==> src/hw/rtl/sbsi_pkg.sv <==
`default_nettype none

package sbsi_pkg;

  // Coordinate and fraction formats.
  localparam int CoordW   = 32;
  localparam int FracW    = 17;
  localparam int CodeW    = FracW + 1;
  localparam int Axes     = 3;

  // Pipeline depths: one quotient bit per divider stage.
  localparam int DivSteps = FracW;
  localparam int LaneLat  = DivSteps + 2;
  localparam int PipeLat  = LaneLat + 3;

  // Guard codes keep interval compares exact outside [0, 1].
  localparam logic signed [CodeW-1:0] CodeBelow = -18'sd1;
  localparam logic signed [CodeW-1:0] CodeOne   = 18'sd65536;
  localparam logic signed [CodeW-1:0] CodeAbove = 18'sd65537;
  localparam logic signed [CodeW-1:0] CodeZero  = 18'sd0;

  typedef logic signed [CoordW-1:0] coord_t;
  typedef logic signed [CoordW:0]   dir_t;
  typedef logic signed [CodeW-1:0]  code_t;

  typedef struct packed {
    coord_t start_x;
    coord_t start_y;
    coord_t start_z;
    coord_t end_x;
    coord_t end_y;
    coord_t end_z;
    coord_t box_lo_x;
    coord_t box_lo_y;
    coord_t box_lo_z;
    coord_t box_hi_x;
    coord_t box_hi_y;
    coord_t box_hi_z;
  } in_t;

  typedef struct packed {
    logic             hit;
    logic [FracW-1:0] entry_fraction;
    coord_t           entry_x;
    coord_t           entry_y;
    coord_t           entry_z;
  } out_t;

  // What one axis lane hands to the merging stage.
  typedef struct packed {
    logic   ok;
    code_t  tl;
    code_t  th;
    dir_t   dir;
    coord_t start;
  } lane_res_t;

endpackage

`default_nettype wire

==> src/hw/rtl/sbsi_merge.sv <==
`default_nettype none

module sbsi_merge import sbsi_pkg::*; (
  input  wire logic      clk_i,
  input  wire logic      en_i,
  input  wire lane_res_t lanes_i [Axes],
  output out_t           res_o
);

  localparam int ProdW = CoordW + CodeW + 1;

  code_t low_d, high_d;
  logic  ok_d;

  // Intersect the three slab intervals with [0, 1].
  always_comb begin
    low_d  = CodeZero;
    high_d = CodeOne;
    ok_d   = 1'b1;
    for (int a = 0; a < Axes; a++) begin
      if (lanes_i[a].tl > low_d)  low_d  = lanes_i[a].tl;
      if (lanes_i[a].th < high_d) high_d = lanes_i[a].th;
      ok_d = ok_d & lanes_i[a].ok;
    end
  end

  logic             hit1_q;
  logic [FracW-1:0] low1_q;
  coord_t           s1_q [Axes];
  dir_t             d1_q [Axes];

  always_ff @(posedge clk_i) begin
    if (en_i) begin
      hit1_q <= ok_d && (low_d <= high_d);
      low1_q <= low_d[FracW-1:0];
      for (int a = 0; a < Axes; a++) begin
        s1_q[a] <= lanes_i[a].start;
        d1_q[a] <= lanes_i[a].dir;
      end
    end
  end

  // Scale each direction by the entry fraction.
  logic signed [ProdW-1:0] prod_q [Axes];
  logic                    hit2_q;
  logic [FracW-1:0]        low2_q;
  coord_t                  s2_q [Axes];

  always_ff @(posedge clk_i) begin
    if (en_i) begin
      hit2_q <= hit1_q;
      low2_q <= low1_q;
      for (int a = 0; a < Axes; a++) begin
        s2_q[a]   <= s1_q[a];
        prod_q[a] <= ProdW'(d1_q[a] * $signed({1'b0, low1_q}));
      end
    end
  end

  // Round half up, then offset from the start point.
  coord_t entry [Axes];

  always_comb begin
    for (int a = 0; a < Axes; a++) begin
      logic signed [ProdW-1:0] v;
      v        = prod_q[a] + ProdW'(32768);
      entry[a] = s2_q[a] + coord_t'(v >>> 16);
    end
  end

  out_t res_d;

  always_comb begin
    res_d.hit            = hit2_q;
    res_d.entry_fraction = hit2_q ? low2_q : '0;
    res_d.entry_x        = hit2_q ? entry[0] : '0;
    res_d.entry_y        = hit2_q ? entry[1] : '0;
    res_d.entry_z        = hit2_q ? entry[2] : '0;
  end

  always_ff @(posedge clk_i) begin
    if (en_i) begin
      res_o <= res_d;
    end
  end

endmodule

`default_nettype wire

==> config.mk <==
export PLATFORM = sky130hd
export DESIGN_NAME = sbsi_merge
export DESIGN_NICKNAME = d
export VERILOG_FILES = /design/src/hw/rtl/sbsi_pkg.sv /design/src/hw/rtl/sbsi_merge.sv
export SDC_FILE = /design/constraint.sdc
export NUM_CORES = 2
export LEC_CHECK = 0
export BUFFER_PORTS_ARGS = -buffer_cell sky130_fd_sc_hd__buf_2
export CORE_MARGIN = 8
export CORE_UTILIZATION = 40
export CTS_CLUSTER_DIAMETER = 50
export DETAILED_ROUTE_END_ITERATION = 6
export SETUP_SLACK_MARGIN = 0.4
export SLEW_MARGIN = 20
export SYNTH_ARGS = -nofsm -noshare
export SYNTH_HDL_FRONTEND = slang
export SYNTH_SLANG_ARGS = --single-unit
==> constraint.sdc <==
create_clock -name clk_i -period 16.5 [get_ports clk_i]
set_input_delay 3.3 -clock clk_i [delete_from_list [all_inputs] [get_ports clk_i]]
set_output_delay 3.3 -clock clk_i [all_outputs]
set_load 0.005 [all_outputs]
==> results by group <==
Placed design
  – Placer Congestion: 0.865
  – Input/output buffers: roughly 420
  – Dpl hpwl: 162000 um

Logic synthesis
  – Synth warn: 0
  – Avg Inst Size Synth: 9.97 um^2
  – Synth Area in Compound Gates: 5.03%
  – Main flop type after synthesis: edfxtp_1
  – Post-synth cell types: 74
  – Largest family of logic cells by synthesized area: adder cells
  – Post-synth EDFFs: 540
  – Synth Area in XOR/XNOR: under 10%
  – Syn Nets: between 10000 and 15000
  – Yosys reg bits: 540
  – Mux cell area share after synthesis: 0.609%
  – Syn Std Cell Area: 79700 um^2
  – Post-synthesis cell count: 7996
  – Post-synthesis adder-cell area fraction: 46.8%
  – Async S/R FF share, synth: 0%
  – Sequential area share after synthesis: 20.3%
  – Post-Synth Simple-Gate Area: between 10% and 20%

Timing
  – Final hold violations: 0
  – Fin Setup TNS: 0 ns
  – Max Transition Viols Final: 0
  – Final Skew: 0.0538 ns
  – Worst-margin pin slew: around 1.1 ns
  – Headroom to the max-slew limit: 25.3%
  – # setup viols final: 0
  – Final period utilization: 63.0%
  – Final worst path period need: ~10 ns
  – Fmax: 96.2 MHz
  – RSZ-0062 raised after global routing: no

Final layout
  – Area Overhead vs Synth: 9.16%
  – Core Util, Final: approximately 44%
  – Proportion of layout cells with a drive suffix above 1: between 7 and 8%
  – Nets@finish: 10600

Global routing
  – Number of global-route vias before repair: about 61000
  – Largest net degree at the start of global routing: 102
  – Gr usage total: 20.0%
  – First-pass GRT wire length: 341000 um
  – Initial antenna violation count: 33
  – GRT Residual Overflow: 0

Clock network
  – Post-cts sizing count: 0
  – Clk sinks: 540
  – Hold Buf Count CTS: 0
  – Post-CTS Setup Bufs: 0
  – Max Buffers Root-to-Sink: 3
  – CTS tree: done
  – Clock H-tree levels: 3
  – Clock slew at reported path FFs: 0.06 ns
  – Number of buffers created by CTS: between 70 and 80
  – Worst skew pair latency: 0.74 ns
  – Root Buffer: clkbuf_16

Drt
  – Post-route DRC: 0
  – Overall routed net length: 213000 um
  – Via count: 55400
  – Antenna Violating Nets Remaining: 0
  – Initial DRC count: 3291
  – Vias per Instance: 5.05
  – First-pass DRT Iterations: 6
  – WL per Instance: between 15 and 20 um

Floorplanning
  – Die W: between 400 and 500 um
  – I/O pin count: 422
  – Die area: 214000 um^2
  – Initial core utilization: between 40% and 50%
  – Rows: roughly 160
  – Total core area: between 150000 and 200000 um^2
  – Die H: 462 um

Critical path
  – Critical path capture point type: register
  – Critical path's largest stage delay: 0.71 ns
  – Critical path class: primary input to register
  – Slowest-stage cell, CP: o21ai_4
  – CP Max Fanout: 37
  – CP most frequent cell: a21o_1
  – Startpoint Class: primary input
  – WP data required: 17.05 ns
  – CP arrival: roughly 11 ns

Worst hold path
  – Worst min path class: register to register

Flow run
  – Max cap viols: 0

Status
  – Status: completed
[cells by family (layout without fill, tap and decap cells)]
family | count (synthesis) | count (layout)
and+or+nand+nor | 2430 | 2430
adders and majority gates | 2058 | 2058
buffers and inverters | 2014 | 2320
AOI/OAI and AO/OA | 608 | 608
DFF | 540 | 540
xor gates and xnor gates | 299 | 299
muxes | 46 | 46
other | 1 | 15
[worst max-delay path, delay by kind of cell]
family	cells	cell delay, ns
AO/OA/AOI/OAI	21	5.06
buffers and inverters	1	0.09
multiplexers	1	0.39
adder cells (fa/ha/maj)	3	0.95
AND/OR/NAND/NOR	4	1.14
[cell usage after synthesis (9+ instances only)]
| cell type | count | area [um^2] |
|---|---|---|
| nor3_1 | 41 | 205 |
| nor4_1 | 13 | 81.3 |
| a21o_1 | 111 | 833 |
| a31oi_1 | 19 | 119 |
| nor2_1 | 232 | 871 |
| o21bai_1 | 16 | 120 |
| or2_2 | 9 | 56.3 |
| or3_1 | 9 | 56.3 |
| xnor2_1 | 189 | 1660 |
| nor2b_1 | 25 | 156 |
| and2_1 | 639 | 4000 |
| ha_1 | 513 | 6420 |
| a211oi_1 | 28 | 210 |
| mux2_1 | 10 | 113 |
| and4_1 | 18 | 158 |
| o2111ai_1 | 10 | 87.6 |
| and3_1 | 48 | 300 |
| a21oi_1 | 190 | 951 |
| nand2_1 | 1233 | 4630 |
| inv_1 | 1697 | 6370 |
| nand2b_1 | 29 | 181 |
| nand4_1 | 47 | 294 |
| o211ai_1 | 19 | 143 |
| clkbuf_1 | 308 | 1160 |
| xor2_1 | 110 | 963 |
| o21ai_0 | 83 | 415 |
| edfxtp_1 | 540 | 16200 |
| fa_1 | 1545 | 30900 |
| o21a_1 | 37 | 278 |
| mux2i_1 | 26 | 260 |
| mux2_2 | 10 | 113 |
| nand3_1 | 73 | 365 |
| a221oi_1 | 9 | 78.8 |
[per-layer routing]
metal / up-vias / routed length [um] / GRT usage (%)
met5: - / 190 / 0
met4: 28 / 7380 / 6.75
met3: 429 / 13600 / 4.05
met2: 1667 / 104000 / 34.1
met1: 28400 / 88000 / 25.4
li1: 24900 / - / -
[cell type report]
class / count / area (um^2)
Multi-Input combinational cell: 5442 / 55900
Clock buffer: 82 / 1950
Clock inverter: 56 / 593
Inverter: 1697 / 6370
Timing Repair Buffer: 485 / 2610
Antenna cell: 14 / 35.0
Sequential cell: 540 / 16200
Fill cell: 19000 / 112000
Tap cell: 2656 / 3320
[stage by stage]
| stage | hold WS, ns | std cells | setup WS [ns] | area (um^2) |
|---|---|---|---|---|
| after floorplan | 0.400 | 7996 | 6.78 | 79700 |
| after CTS | 0.416 | 11000 | 5.78 | 87000 |
| after global routing | 0.421 | 11000 | 5.51 | 87000 |
| after global placement | 0.404 | 10800 | 5.00 | 84400 |
| after detailed placement | 0.405 | 10800 | 5.02 | 84400 |
| final | 0.416 | 11000 | 6.11 | 87000 |
[flip-flops by register name, summed over array words and instances, names as in the netlist, 17 cells and up]
name	count
d1_q	99
low1_q	17
low2_q	17
prod_q	99
res_o	114
s1_q	96
s2_q	96
[path summary, 6_finish.rpt]
check | start | end | slack (ns) | depth (start not counted)
max | lanes_i[286] | hit1_q | 6.11 | 30
min reg2reg | s1_q[0][23] | s2_q[0][23] | 0.42 | 0
min | s1_q[0][23] | s2_q[0][23] | 0.42 | 0
max reg2reg | low1_q[4] | prod_q[0][138] | 7.97 | 22
[cell usage in the layout, fill, tap and decap left out, types with 111 or more instances in the layout]
| cell | Yosys | routed |
|---|---|---|
| inv_1 | 1697 | 1696 |
| fa_1 | 1545 | 1545 |
| nand2_1 | 1233 | 1233 |
| and2_1 | 639 | 639 |
| edfxtp_1 | 540 | 540 |
| ha_1 | 513 | 513 |
| buf_2 | 2 | 420 |
| nor2_1 | 232 | 232 |
| a21oi_1 | 190 | 190 |
| xnor2_1 | 189 | 189 |
| a21o_1 | 111 | 111 |
Power is not shown: default switching activity piles up to over one toggle a cycle in this logic, so the estimate is an artifact.
